`config.mk`:
```
export PLATFORM = sky130hd
export DESIGN_NAME = nested_key_value_token_parser
export DESIGN_NICKNAME = d
export VERILOG_FILES = /design/src/rtl/core/nkvp_pkg.sv /design/src/rtl/core/nkvp_step.sv /design/src/rtl/core/nested_key_value_token_parser.sv
export VERILOG_INCLUDE_DIRS = /design/src /design/src/rtl/core
export SDC_FILE = /design/constraint.sdc
export NUM_CORES = 1
export LEC_CHECK = 0
export ABC_AREA = 0
export CORE_MARGIN = 10
export CORE_UTILIZATION = 60
export CTS_CLUSTER_SIZE = 25
export DETAILED_ROUTE_END_ITERATION = 6
export DONT_BUFFER_PORTS = 1
export GPL_TIMING_DRIVEN = 1
export PLACE_DENSITY = 0.76
export SYNTH_ARGS = -nofsm -noshare
export SYNTH_HDL_FRONTEND = slang
export SYNTH_SLANG_ARGS = --single-unit
```
`constraint.sdc`:
```
create_clock -name i_clk -period 6.7 [get_ports i_clk]
set_input_delay 1.005 -clock i_clk [delete_from_list [all_inputs] [get_ports i_clk]]
set_output_delay 1.005 -clock i_clk [all_outputs]
set_load 0.005 [all_outputs]
```
`src/rtl/core/assert_macros.svh`:
```
`ifndef ASSERT_MACROS_SVH
`define ASSERT_MACROS_SVH

// Check that prop holds at every rising clock edge outside reset.
`define NKVP_ASSERT(label, clk, rst_n, prop, msg) \
    label: assert property (@(posedge clk) disable iff (!rst_n) (prop)) else $error(msg);

// Check that expr never holds outside reset.
`define NKVP_NEVER(label, clk, rst_n, expr, msg) \
    label: assert property (@(posedge clk) disable iff (!rst_n) !(expr)) else $error(msg);

`endif

```
`src/rtl/core/nkvp_pkg.sv`:
```
`timescale 1ns / 1ps

package nkvp_pkg;

    typedef struct packed {
        logic               command;
        logic [3:0]         token_kind;
        logic signed [63:0] token_value;
        logic [3:0]         next_kind;
    } t_in;

    typedef struct packed {
        logic [2:0]         event_res;
        logic [2:0]         kind;
        logic [2:0]         relation;
        logic               name_is_number;
        logic signed [63:0] payload;
        logic [3:0]         error_code;
        logic [6:0]         depth;
        logic               last;
    } t_out;

    typedef enum logic [3:0] {
        S_ROOT  = 4'd0,
        S_NAME  = 4'd1,
        S_EQ    = 4'd2,
        S_GT    = 4'd3,
        S_GE    = 4'd4,
        S_LT    = 4'd5,
        S_LE    = 4'd6,
        S_OPEN  = 4'd7,
        S_INTL  = 4'd8,
        S_DBLL  = 4'd9,
        S_CMPL  = 4'd10,
        S_STRL  = 4'd11,
        S_BOOLL = 4'd12
    } t_pstate;

    typedef enum logic [1:0] {
        D_KEEP,
        D_INC,
        D_DEC,
        D_ZERO
    } t_dop;

    typedef struct packed {
        t_pstate    state;
        t_dop       dop;
        logic       fail;
        logic [3:0] err;
        logic       mk_we;
        logic       mk_val;
        logic       push_we;
        logic       restart;
        logic [1:0] cnt;
    } t_ctl;

    localparam logic [3:0] K_STR  = 4'd0;
    localparam logic [3:0] K_INT  = 4'd1;
    localparam logic [3:0] K_DBL  = 4'd2;
    localparam logic [3:0] K_BOOL = 4'd3;
    localparam logic [3:0] K_EQ   = 4'd4;
    localparam logic [3:0] K_OB   = 4'd5;
    localparam logic [3:0] K_CB   = 4'd6;
    localparam logic [3:0] K_LT   = 4'd7;
    localparam logic [3:0] K_GT   = 4'd8;

    localparam logic [2:0] EV_ENTRY  = 3'd0;
    localparam logic [2:0] EV_SCALAR = 3'd1;
    localparam logic [2:0] EV_CONT   = 3'd2;
    localparam logic [2:0] EV_MEMBER = 3'd3;
    localparam logic [2:0] EV_CMEM   = 3'd4;
    localparam logic [2:0] EV_CLOSE  = 3'd5;
    localparam logic [2:0] EV_ERROR  = 3'd6;
    localparam logic [2:0] EV_END    = 3'd7;

    localparam logic [2:0] CK_CMP   = 3'd0;
    localparam logic [2:0] CK_INTL  = 3'd1;
    localparam logic [2:0] CK_DBLL  = 3'd2;
    localparam logic [2:0] CK_CMPL  = 3'd3;
    localparam logic [2:0] CK_STRL  = 3'd4;
    localparam logic [2:0] CK_BOOLL = 3'd5;
    localparam logic [2:0] CK_EMPTY = 3'd6;

    localparam logic [2:0] SK_INT  = 3'd0;
    localparam logic [2:0] SK_DBL  = 3'd1;
    localparam logic [2:0] SK_BOOL = 3'd2;
    localparam logic [2:0] SK_STR  = 3'd3;

    localparam logic [2:0] REL_EQ = 3'd0;
    localparam logic [2:0] REL_GT = 3'd1;
    localparam logic [2:0] REL_GE = 3'd2;
    localparam logic [2:0] REL_LT = 3'd3;
    localparam logic [2:0] REL_LE = 3'd4;

    localparam logic [3:0] ERR_CLOSE    = 4'd0;
    localparam logic [3:0] ERR_CMP      = 4'd1;
    localparam logic [3:0] ERR_NAME     = 4'd2;
    localparam logic [3:0] ERR_EQ       = 4'd3;
    localparam logic [3:0] ERR_REL      = 4'd4;
    localparam logic [3:0] ERR_OPENCOMB = 4'd5;
    localparam logic [3:0] ERR_OPEN     = 4'd6;
    localparam logic [3:0] ERR_INTL     = 4'd7;
    localparam logic [3:0] ERR_DBLL     = 4'd8;
    localparam logic [3:0] ERR_CMPL     = 4'd9;
    localparam logic [3:0] ERR_STRL     = 4'd10;
    localparam logic [3:0] ERR_BOOLL    = 4'd11;
    localparam logic [3:0] ERR_END      = 4'd12;
    localparam logic [3:0] ERR_DEEP     = 4'd13;

endpackage

```
`src/rtl/core/nkvp_step.sv`:
```
`timescale 1ns / 1ps

module nkvp_step #(
    parameter int MAX_DEPTH = 64,
    localparam int DW = $clog2(MAX_DEPTH + 1)
) (
    input  nkvp_pkg::t_in     i_tok,
    input  nkvp_pkg::t_pstate i_state,
    input  logic              i_failed,
    input  logic [3:0]        i_err,
    input  logic [DW-1:0]     i_depth,
    input  logic              i_mark,
    output nkvp_pkg::t_ctl    o_ctl,
    output nkvp_pkg::t_out    o_res0,
    output nkvp_pkg::t_out    o_res1
);

    typedef enum logic [2:0] {
        A_NONE,
        A_PUSH,
        A_SCALAR,
        A_CLOSE,
        A_RCLOSE,
        A_MEMBER,
        A_FAIL
    } t_act;

    function automatic nkvp_pkg::t_out mk(
        input logic [2:0]         ev,
        input logic [2:0]         kind,
        input logic [2:0]         rel,
        input logic               num,
        input logic signed [63:0] pay,
        input logic [3:0]         code,
        input logic [DW-1:0]      d
    );
        nkvp_pkg::t_out r;
        r.event_res      = ev;
        r.kind           = kind;
        r.relation       = rel;
        r.name_is_number = num;
        r.payload        = pay;
        r.error_code     = code;
        r.depth          = 7'(d);
        r.last           = 1'b0;
        return r;
    endfunction

    always_comb begin
        logic [3:0]         tk;
        logic [3:0]         nk;
        logic signed [63:0] pay;
        t_act               act;
        logic               set_v;
        logic [2:0]         set_ck;
        logic [2:0]         ev;
        logic [2:0]         kind;
        logic [2:0]         rel;
        logic               num;
        logic [3:0]         code;
        logic               has_eq;
        nkvp_pkg::t_pstate  eq_st;
        nkvp_pkg::t_out     main;
        logic               has_main;

        tk     = i_tok.token_kind;
        nk     = i_tok.next_kind;
        pay    = i_tok.token_value;
        act    = A_NONE;
        set_v  = 1'b0;
        set_ck = nkvp_pkg::CK_CMP;
        ev     = nkvp_pkg::EV_ENTRY;
        kind   = 3'd0;
        rel    = nkvp_pkg::REL_EQ;
        num    = 1'b0;
        code   = nkvp_pkg::ERR_CMP;
        has_eq = 1'b0;
        eq_st  = nkvp_pkg::S_ROOT;
        main   = mk(nkvp_pkg::EV_ERROR, 3'd0, 3'd0, 1'b0, 64'sd0, 4'd0, i_depth);

        o_ctl         = '0;
        o_ctl.state   = i_state;
        o_ctl.dop     = nkvp_pkg::D_KEEP;
        o_res0        = main;
        o_res1        = main;

        unique case (i_state)
            nkvp_pkg::S_ROOT: begin
                if (tk == nkvp_pkg::K_STR || tk == nkvp_pkg::K_INT) begin
                    o_ctl.state = nkvp_pkg::S_NAME;
                    act = A_PUSH;
                    ev  = nkvp_pkg::EV_ENTRY;
                    num = (tk == nkvp_pkg::K_INT);
                end else if (tk == nkvp_pkg::K_CB) begin
                    act = A_RCLOSE;
                end else begin
                    act  = A_FAIL;
                    code = nkvp_pkg::ERR_CMP;
                end
            end
            nkvp_pkg::S_NAME: begin
                if (tk == nkvp_pkg::K_EQ) begin
                    o_ctl.state = nkvp_pkg::S_EQ;
                end else if (tk == nkvp_pkg::K_GT) begin
                    o_ctl.state = nkvp_pkg::S_GT;
                end else if (tk == nkvp_pkg::K_LT) begin
                    o_ctl.state = nkvp_pkg::S_LT;
                end else begin
                    act  = A_FAIL;
                    code = nkvp_pkg::ERR_NAME;
                end
            end
            nkvp_pkg::S_EQ: begin
                rel = nkvp_pkg::REL_EQ;
                if (tk == nkvp_pkg::K_OB) begin
                    o_ctl.state = nkvp_pkg::S_OPEN;
                end else if (tk == nkvp_pkg::K_INT) begin
                    act  = A_SCALAR;
                    kind = nkvp_pkg::SK_INT;
                end else if (tk == nkvp_pkg::K_DBL) begin
                    act  = A_SCALAR;
                    kind = nkvp_pkg::SK_DBL;
                end else if (tk == nkvp_pkg::K_BOOL) begin
                    act  = A_SCALAR;
                    kind = nkvp_pkg::SK_BOOL;
                end else if (tk == nkvp_pkg::K_STR) begin
                    act  = A_SCALAR;
                    kind = nkvp_pkg::SK_STR;
                end else begin
                    act  = A_FAIL;
                    code = nkvp_pkg::ERR_EQ;
                end
            end
            nkvp_pkg::S_GT, nkvp_pkg::S_GE, nkvp_pkg::S_LT, nkvp_pkg::S_LE: begin
                unique case (i_state)
                    nkvp_pkg::S_GT: begin
                        rel    = nkvp_pkg::REL_GT;
                        has_eq = 1'b1;
                        eq_st  = nkvp_pkg::S_GE;
                    end
                    nkvp_pkg::S_GE: rel = nkvp_pkg::REL_GE;
                    nkvp_pkg::S_LT: begin
                        rel    = nkvp_pkg::REL_LT;
                        has_eq = 1'b1;
                        eq_st  = nkvp_pkg::S_LE;
                    end
                    default: rel = nkvp_pkg::REL_LE;
                endcase
                if (has_eq && tk == nkvp_pkg::K_EQ) begin
                    o_ctl.state = eq_st;
                end else if (tk == nkvp_pkg::K_INT) begin
                    act  = A_SCALAR;
                    kind = nkvp_pkg::SK_INT;
                end else if (tk == nkvp_pkg::K_DBL) begin
                    act  = A_SCALAR;
                    kind = nkvp_pkg::SK_DBL;
                end else begin
                    act  = A_FAIL;
                    code = nkvp_pkg::ERR_REL;
                end
            end
            nkvp_pkg::S_OPEN: begin
                if (tk == nkvp_pkg::K_STR) begin
                    if (nk == nkvp_pkg::K_EQ) begin
                        set_v       = 1'b1;
                        set_ck      = nkvp_pkg::CK_CMP;
                        o_ctl.state = nkvp_pkg::S_NAME;
                        act         = A_PUSH;
                        ev          = nkvp_pkg::EV_ENTRY;
                    end else if (nk == nkvp_pkg::K_STR || nk == nkvp_pkg::K_CB) begin
                        set_v       = 1'b1;
                        set_ck      = nkvp_pkg::CK_STRL;
                        o_ctl.state = nkvp_pkg::S_STRL;
                        act         = A_MEMBER;
                        kind        = nkvp_pkg::SK_STR;
                    end else begin
                        act  = A_FAIL;
                        code = nkvp_pkg::ERR_OPENCOMB;
                    end
                end else if (tk == nkvp_pkg::K_INT) begin
                    if (nk == nkvp_pkg::K_INT || nk == nkvp_pkg::K_CB) begin
                        set_v       = 1'b1;
                        set_ck      = nkvp_pkg::CK_INTL;
                        o_ctl.state = nkvp_pkg::S_INTL;
                        act         = A_MEMBER;
                        kind        = nkvp_pkg::SK_INT;
                    end else if (nk == nkvp_pkg::K_EQ) begin
                        set_v       = 1'b1;
                        set_ck      = nkvp_pkg::CK_CMP;
                        o_ctl.state = nkvp_pkg::S_NAME;
                        act         = A_PUSH;
                        ev          = nkvp_pkg::EV_ENTRY;
                        num         = 1'b1;
                    end else begin
                        act  = A_FAIL;
                        code = nkvp_pkg::ERR_OPENCOMB;
                    end
                end else if (tk == nkvp_pkg::K_DBL) begin
                    set_v       = 1'b1;
                    set_ck      = nkvp_pkg::CK_DBLL;
                    o_ctl.state = nkvp_pkg::S_DBLL;
                    act         = A_MEMBER;
                    kind        = nkvp_pkg::SK_DBL;
                end else if (tk == nkvp_pkg::K_BOOL) begin
                    set_v       = 1'b1;
                    set_ck      = nkvp_pkg::CK_BOOLL;
                    o_ctl.state = nkvp_pkg::S_BOOLL;
                    act         = A_MEMBER;
                    kind        = nkvp_pkg::SK_BOOL;
                end else if (tk == nkvp_pkg::K_OB) begin
                    set_v       = 1'b1;
                    set_ck      = nkvp_pkg::CK_CMPL;
                    o_ctl.state = nkvp_pkg::S_ROOT;
                    act         = A_PUSH;
                    ev          = nkvp_pkg::EV_CMEM;
                    pay         = 64'sd0;
                end else if (tk == nkvp_pkg::K_CB) begin
                    set_v  = 1'b1;
                    set_ck = nkvp_pkg::CK_EMPTY;
                    act    = A_CLOSE;
                end else begin
                    act  = A_FAIL;
                    code = nkvp_pkg::ERR_OPEN;
                end
            end
            nkvp_pkg::S_INTL: begin
                if (tk == nkvp_pkg::K_CB) begin
                    act = A_CLOSE;
                end else if (tk == nkvp_pkg::K_INT) begin
                    act  = A_MEMBER;
                    kind = nkvp_pkg::SK_INT;
                end else begin
                    act  = A_FAIL;
                    code = nkvp_pkg::ERR_INTL;
                end
            end
            nkvp_pkg::S_DBLL: begin
                if (tk == nkvp_pkg::K_CB) begin
                    act = A_CLOSE;
                end else if (tk == nkvp_pkg::K_DBL) begin
                    act  = A_MEMBER;
                    kind = nkvp_pkg::SK_DBL;
                end else begin
                    act  = A_FAIL;
                    code = nkvp_pkg::ERR_DBLL;
                end
            end
            nkvp_pkg::S_CMPL: begin
                if (tk == nkvp_pkg::K_OB) begin
                    o_ctl.state = nkvp_pkg::S_ROOT;
                    act         = A_PUSH;
                    ev          = nkvp_pkg::EV_CMEM;
                    pay         = 64'sd0;
                end else if (tk == nkvp_pkg::K_CB) begin
                    act = A_CLOSE;
                end else begin
                    act  = A_FAIL;
                    code = nkvp_pkg::ERR_CMPL;
                end
            end
            nkvp_pkg::S_STRL: begin
                if (tk == nkvp_pkg::K_STR) begin
                    act  = A_MEMBER;
                    kind = nkvp_pkg::SK_STR;
                end else if (tk == nkvp_pkg::K_CB) begin
                    act = A_CLOSE;
                end else begin
                    act  = A_FAIL;
                    code = nkvp_pkg::ERR_STRL;
                end
            end
            nkvp_pkg::S_BOOLL: begin
                if (tk == nkvp_pkg::K_BOOL) begin
                    act  = A_MEMBER;
                    kind = nkvp_pkg::SK_BOOL;
                end else if (tk == nkvp_pkg::K_CB) begin
                    act = A_CLOSE;
                end else begin
                    act  = A_FAIL;
                    code = nkvp_pkg::ERR_BOOLL;
                end
            end
            default: begin
                act  = A_FAIL;
                code = nkvp_pkg::ERR_CMP;
            end
        endcase

        unique case (act)
            A_PUSH: begin
                if (i_depth >= DW'(MAX_DEPTH)) begin
                    o_ctl.fail = 1'b1;
                    o_ctl.err  = nkvp_pkg::ERR_DEEP;
                    main = mk(nkvp_pkg::EV_ERROR, 3'd0, 3'd0, 1'b0, 64'sd0,
                              nkvp_pkg::ERR_DEEP, i_depth);
                end else begin
                    o_ctl.push_we = 1'b1;
                    o_ctl.dop     = nkvp_pkg::D_INC;
                    main = mk(ev, 3'd0, 3'd0, num, pay, 4'd0, i_depth + DW'(1));
                end
            end
            A_SCALAR, A_CLOSE, A_RCLOSE: begin
                if (i_depth <= DW'(1)) begin
                    o_ctl.dop  = nkvp_pkg::D_ZERO;
                    o_ctl.fail = 1'b1;
                    o_ctl.err  = nkvp_pkg::ERR_CLOSE;
                    main = mk(nkvp_pkg::EV_ERROR, 3'd0, 3'd0, 1'b0, 64'sd0,
                              nkvp_pkg::ERR_CLOSE, '0);
                end else begin
                    o_ctl.dop = nkvp_pkg::D_DEC;
                    if (act == A_SCALAR) begin
                        o_ctl.state = nkvp_pkg::S_ROOT;
                        main = mk(nkvp_pkg::EV_SCALAR, kind, rel, 1'b0, pay, 4'd0,
                                  i_depth - DW'(1));
                    end else begin
                        if (act == A_CLOSE) begin
                            o_ctl.state = nkvp_pkg::S_ROOT;
                        end else if (i_mark) begin
                            o_ctl.state = nkvp_pkg::S_CMPL;
                        end
                        main = mk(nkvp_pkg::EV_CLOSE, 3'd0, 3'd0, 1'b0, 64'sd0, 4'd0,
                                  i_depth - DW'(1));
                    end
                end
            end
            A_MEMBER: begin
                main = mk(nkvp_pkg::EV_MEMBER, kind, 3'd0, 1'b0, pay, 4'd0, i_depth);
            end
            A_FAIL: begin
                o_ctl.fail = 1'b1;
                o_ctl.err  = code;
                main = mk(nkvp_pkg::EV_ERROR, 3'd0, 3'd0, 1'b0, 64'sd0, code, i_depth);
            end
            default: ;
        endcase

        has_main     = (act != A_NONE);
        o_ctl.mk_we  = set_v;
        o_ctl.mk_val = (set_ck == nkvp_pkg::CK_CMPL);
        o_ctl.cnt    = {1'b0, set_v} + {1'b0, has_main};
        o_res0       = set_v ? mk(nkvp_pkg::EV_CONT, set_ck, 3'd0, 1'b0, 64'sd0, 4'd0, i_depth)
                             : main;
        o_res0.last  = !(set_v && has_main);
        o_res1       = main;
        o_res1.last  = 1'b1;

        if (i_tok.command) begin
            o_ctl         = '0;
            o_ctl.state   = nkvp_pkg::S_ROOT;
            o_ctl.dop     = nkvp_pkg::D_KEEP;
            o_ctl.restart = 1'b1;
            o_ctl.cnt     = 2'd1;
            if (i_failed) begin
                o_res0 = mk(nkvp_pkg::EV_ERROR, 3'd0, 3'd0, 1'b0, 64'sd0, i_err, i_depth);
            end else if (i_depth != DW'(1) || i_state != nkvp_pkg::S_ROOT) begin
                o_res0 = mk(nkvp_pkg::EV_ERROR, 3'd0, 3'd0, 1'b0, 64'sd0,
                            nkvp_pkg::ERR_END, i_depth);
            end else begin
                o_res0 = mk(nkvp_pkg::EV_END, 3'd0, 3'd0, 1'b0, 64'sd0, 4'd0, i_depth);
            end
            o_res0.last = 1'b1;
        end else if (i_failed) begin
            o_ctl       = '0;
            o_ctl.state = i_state;
            o_ctl.dop   = nkvp_pkg::D_KEEP;
        end
    end

endmodule

```
`src/rtl/core/nested_key_value_token_parser.sv`:
```
`timescale 1ns / 1ps
// Flow: an accepted transaction is registered, processed once the list-mark read is ready and
// the result queue has room for two results, and its results are registered into the queue.
// After each processed transaction the list-mark memory is read again before the next one
// is processed; a new input may be accepted meanwhile. Up to two results per input.
// Reset: synchronous, active low; clears parse state, depth to one and the result queue.
// The list-mark memory is not cleared: each level's mark is written before use.
`include "assert_macros.svh"

module nested_key_value_token_parser #(
    parameter int MAX_DEPTH = 64
) (
    input  logic           i_clk,
    input  logic           i_rst_n,
    input  logic           i_in_valid,
    output logic           o_in_ready,
    input  nkvp_pkg::t_in  i_in_data,
    output logic           o_out_valid,
    input  logic           i_out_ready,
    output nkvp_pkg::t_out o_out_data
);

    localparam int DW  = $clog2(MAX_DEPTH + 1);
    localparam int AW  = $clog2(MAX_DEPTH);
    localparam int QD  = 4;
    localparam int QAW = $clog2(QD);
    localparam int QCW = $clog2(QD + 1);

    nkvp_pkg::t_in     r_tok;
    logic              r_tok_vld;
    logic              r_rd_ok;
    nkvp_pkg::t_pstate r_state;
    logic [DW-1:0]     r_depth;
    logic              r_failed;
    logic [3:0]        r_err;

    logic              r_mem [MAX_DEPTH];
    logic              r_rd;
    logic              r_rd_zero;
    logic              r_pw_vld;
    logic [AW-1:0]     r_pw_addr;

    nkvp_pkg::t_out    r_q [QD];
    logic [QAW-1:0]    r_wp;
    logic [QAW-1:0]    r_rp;
    logic [QCW-1:0]    r_cnt;
    logic [QCW-1:0]    n_cnt;

    nkvp_pkg::t_ctl    ctl;
    nkvp_pkg::t_out    res0;
    nkvp_pkg::t_out    res1;

    logic              fire;
    logic              pop;
    logic [DW-1:0]     dm2;
    logic [DW-1:0]     dm1;
    logic              rd_zero;
    logic [AW-1:0]     rd_addr;
    logic              mem_we;
    logic [AW-1:0]     mem_wa;
    logic              mem_wd;
    logic [1:0]        push_n;
    logic [DW-1:0]     n_depth;

    nkvp_step #(
        .MAX_DEPTH(MAX_DEPTH)
    ) u_step (
        .i_tok    (r_tok),
        .i_state  (r_state),
        .i_failed (r_failed),
        .i_err    (r_err),
        .i_depth  (r_depth),
        .i_mark   (r_rd & !r_rd_zero),
        .o_ctl    (ctl),
        .o_res0   (res0),
        .o_res1   (res1)
    );

    assign fire        = r_tok_vld && r_rd_ok && (r_cnt <= QCW'(QD - 2));
    assign o_in_ready  = !r_tok_vld || fire;
    assign o_out_valid = (r_cnt != '0);
    assign o_out_data  = r_q[r_rp];
    assign pop         = o_out_valid && i_out_ready;
    assign push_n      = fire ? ctl.cnt : 2'd0;
    assign n_cnt       = r_cnt + QCW'(push_n) - QCW'(pop);

    assign dm2     = r_depth - DW'(2);
    assign dm1     = r_depth - DW'(1);
    assign rd_zero = (r_depth <= DW'(2));
    assign rd_addr = rd_zero ? '0 : dm2[AW-1:0];

    always_comb begin
        mem_we = 1'b0;
        mem_wa = r_pw_addr;
        mem_wd = 1'b0;
        if (fire && ctl.mk_we) begin
            mem_we = 1'b1;
            mem_wa = dm1[AW-1:0];
            mem_wd = ctl.mk_val;
        end else if (r_pw_vld) begin
            mem_we = 1'b1;
        end
    end

    always_comb begin
        unique case (ctl.dop)
            nkvp_pkg::D_INC:  n_depth = r_depth + DW'(1);
            nkvp_pkg::D_DEC:  n_depth = r_depth - DW'(1);
            nkvp_pkg::D_ZERO: n_depth = '0;
            default:          n_depth = r_depth;
        endcase
    end

    always_ff @(posedge i_clk) begin
        if (mem_we) begin
            r_mem[mem_wa] <= mem_wd;
        end
        r_rd      <= r_mem[rd_addr];
        r_rd_zero <= rd_zero;
        r_pw_addr <= r_depth[AW-1:0];
        if (o_in_ready && i_in_valid) begin
            r_tok <= i_in_data;
        end
        if (push_n != 2'd0) begin
            r_q[r_wp] <= res0;
        end
        if (push_n == 2'd2) begin
            r_q[r_wp + QAW'(1)] <= res1;
        end
    end

    always_ff @(posedge i_clk) begin
        if (!i_rst_n) begin
            r_tok_vld <= 1'b0;
            r_rd_ok   <= 1'b0;
            r_state   <= nkvp_pkg::S_ROOT;
            r_depth   <= DW'(1);
            r_failed  <= 1'b0;
            r_err     <= '0;
            r_pw_vld  <= 1'b0;
            r_wp      <= '0;
            r_rp      <= '0;
            r_cnt     <= '0;
        end else begin
            r_rd_ok  <= !fire;
            r_pw_vld <= fire && ctl.push_we;
            if (o_in_ready && i_in_valid) begin
                r_tok_vld <= 1'b1;
            end else if (fire) begin
                r_tok_vld <= 1'b0;
            end
            if (fire) begin
                if (ctl.restart) begin
                    r_state  <= nkvp_pkg::S_ROOT;
                    r_depth  <= DW'(1);
                    r_failed <= 1'b0;
                    r_err    <= '0;
                end else begin
                    r_state <= ctl.state;
                    r_depth <= n_depth;
                    if (ctl.fail) begin
                        r_failed <= 1'b1;
                        r_err    <= ctl.err;
                    end
                end
            end
            r_wp  <= r_wp + QAW'(push_n);
            r_rp  <= r_rp + QAW'(pop);
            r_cnt <= n_cnt;
        end
    end

    `NKVP_NEVER(a_queue_bound, i_clk, i_rst_n, r_cnt > QCW'(QD), "result queue overrun")
    `NKVP_ASSERT(a_interlock, i_clk, i_rst_n, fire |=> !fire, "token processed on stale mark")
    `NKVP_NEVER(a_depth_bound, i_clk, i_rst_n, r_depth > DW'(MAX_DEPTH), "nesting depth out of range")
    `NKVP_ASSERT(a_push_mark, i_clk, i_rst_n, (fire && ctl.push_we) |=> r_pw_vld && !fire, "push mark write lost")

endmodule
```
==> out/qor.txt <==
fraction of layout cells with a size suffix above 1: 15.4%
Crit Path Class: reg2reg
vias in the first global route: 14571
CTS Hold Bufs: 0
ys flop type: edfxtp_1
CP endpoint kind: flop
Final Wtd Congestion: 0.931
worst hold path type: reg2reg
Synth area leader: edfxtp_1
Final HPWL DP: 36.7 mm
Final WS setup: 911 ps
CP delay by family, top: simple AND/OR/NAND/NOR gates
grt total ovfl: 0
CORE AREA: 39800 µm²
initial antenna violation count: 0
sum of buffers and inverters on the critical path: 2
largest cells by area after synthesis: edfxtp_1 (59%), mux4_2 (8.9%), and2_1 (6.9%)
period utilization: 86.4%
Final Hold Viols: 0
worst-case hold slack: 469 ps
Critical Path RT: 7160 ps
Crit-path slowest cell: edfxtp_1
Pwr per Cell Area: 287 nW/µm²
Seq/Total Area, Yosys: 62.2%
Layout Nets: 1816
IO Pins: 165
CTS tree: built
Post-synth ARST share: 0%
Max clock buf depth: 3
unrepaired setup endpoints after global routing: false
Tmin final: 5790 ps
setup_tns: 0 ps
die area: 48700 µm²
Post-Syn Area: 24200 µm²
top-count cell post-synth: edfxtp_1
static leakage: 8.27 nW
area delta synth->final: 8.52%
largest net degree at the start of global routing: 74
crit-path max cell delay: 750 ps
detailed-route via count: 14895
VDD IR-drop max: 0.193 mV
H-Tree Depth: 2
clk root buf: clkbuf_16
Port Buffers: 0
Worst Path Arrival: 6250 ps
cells along the critical path: nor2b_1, a21oi_1, o2111ai_2, inv_2, or4_1, nor3_4, nand2_1, ha_1, nor2_1, nor2_1, nor2_1, nor2_1, nand2_1, nor2_1, nor2_1, nor2_4, buf_4, and2_1
First-pass DRT Iterations: 6
routed len/inst: 25.5 µm
CTS resizes: 0
worst slack at placement: 985 ps
number of routed nets with antenna violations: 0
DRC: 0
CTS buffer count: 52
Initial Utilization: 60.7%
Critical Path Fanout Max: 64
synthesized flop and latch total: 515
clk slew on worst S/H paths: 60 ps
result of the run: finished, final reports clean
first-pass GRT wire length: 88.6 mm
DR vias/cell: 6.49
syn_nets: 1848
Layout Skew: 17.5 ps
Die Ht: 221 µm
synthesized area per cell: 13.8 µm²
Die X: 221 µm
slew of the pin with the lowest slew margin: 1270 ps
setup violators final: 0
most frequent CP cell: nor2_1
Mapped Cells: 1757
Total Routing Usage GR: 23.8%
Post-synth top cells: edfxtp_1 (473), and2_1 (268), nor2_1 (143), mux4_2 (96), nand2_1 (93)
worst skew pair latency: 600 ps
Distinct cells, synth: 102
max-cap viol count: 0
routed wire length: 58.5 mm
share of the synthesized area in the top cell type: 58.7%
DR iter-0 viols: 1660
Post-synth EDFFs: 473
Final Core Density: 65.9%
post-CTS setup buffer count: 0
Critical Path Source Type: flop
synth warn: 0
# rows: 73
worst relative slew slack: 14.8%
Fmax: 0.173 GHz
clock sink count: 515
Pins Over Slew Limit: 0
-- layout make-up --
cell class	count	area, µm²
fillers	2845	13600
clock inverters	35	344
clock buffers	62	1340
flip-flops and latches	515	15100
diodes	2	5.00
multi-input cells	1099	8450
repair buffers	31	295
well taps	525	657
inverters	26	100
-- power breakdown --
group	internal, mW	switching [mW]	leakage (nW)	total, mW
Combinational	0.433	0.523	2.90	0.956
Clock	1.63	1.23	0.816	2.86
Sequential	3.60	0.132	4.56	3.73
Total	5.66	1.88	8.27	7.54
-- stage by stage --
step	power [mW]	instance area, µm²	cells
2_1_floorplan	4.46	24200	1757
3_3_place_gp	4.75	24600	2196
3_5_place_dp	4.77	24600	2196
4_1_cts	7.61	26200	2293
5_1_grt	7.80	26200	2293
6_report	7.54	26200	2295
-- state kept, by name, summed over array words and instances, names as in the netlist --
signal     count
r_wp           2
r_cnt          3
r_failed       1
r_tok_vld      1
r_q          344
r_depth        7
r_rd_ok        1
r_rd_zero      1
r_state        4
r_rd           1
r_pw_vld       1
r_mem         64
r_err          4
r_pw_addr      6
r_rp           2
r_tok         73
-- cell usage in the layout (no fill, tap or decap), types with 13 or more instances in the layout --
master / instances
nor3_1: 16
edfxtp_1: 473
clkbuf_16: 52
mux4_2: 96
nor2_1: 143
inv_1: 22
o21ai_0: 72
xnor2_1: 15
a21oi_1: 41
a31oi_1: 18
nand2_1: 90
buf_4: 26
ha_1: 13
nor2b_1: 14
o22ai_1: 40
and2_1: 267
nand3_1: 26
dfxtp_1: 40
-- worst reg2reg max path: cells and delay by family, from the launching register on --
kind            cells  cell delay [ps]
simple gates       13             3410
flops               1              750
buf+inv             2              740
compound gates      2              400
fa+ha+maj           1              350
-- routing by layer --
layer  vias up  wire length [µm]  GRT usage [%]
met2       663             29300           39.7
met5         -                 0              0
met3       110              4700           4.93
met1      7524             23200           31.7
met4         0              1320           5.87
li1       6598                 -              -
-- cells by family (layout without fill, tap and decap cells) --
kind of cell,after synthesis,after routing,share of synthesized area (%)
AO/OA/AOI/OAI,295,295,8.36
XOR/XNOR,20,20,0.755
other,0,2,0
multiplexers,115,115,9.77
buffers and inverters,143,154,3.05
flip-flops,515,515,62.2
adder cells (fa/ha/maj),15,15,0.802
AND/OR/NAND/NOR,654,654,15.1
-- final timing paths --
| kind | startpoint | end | slack (ps) | cells past startpoint |
|---|---|---|---|---|
| setup / recovery | r_tok[68] | r_q[0][45] | 910 | 18 |
| hold / removal | r_err[0] | r_err[0] | 470 | 2 |
| setup reg to reg | r_tok[68] | r_q[0][45] | 910 | 18 |
| hold reg to reg | r_err[0] | r_err[0] | 470 | 2 |
No activity file was read; power rests on OpenSTA's default activity.
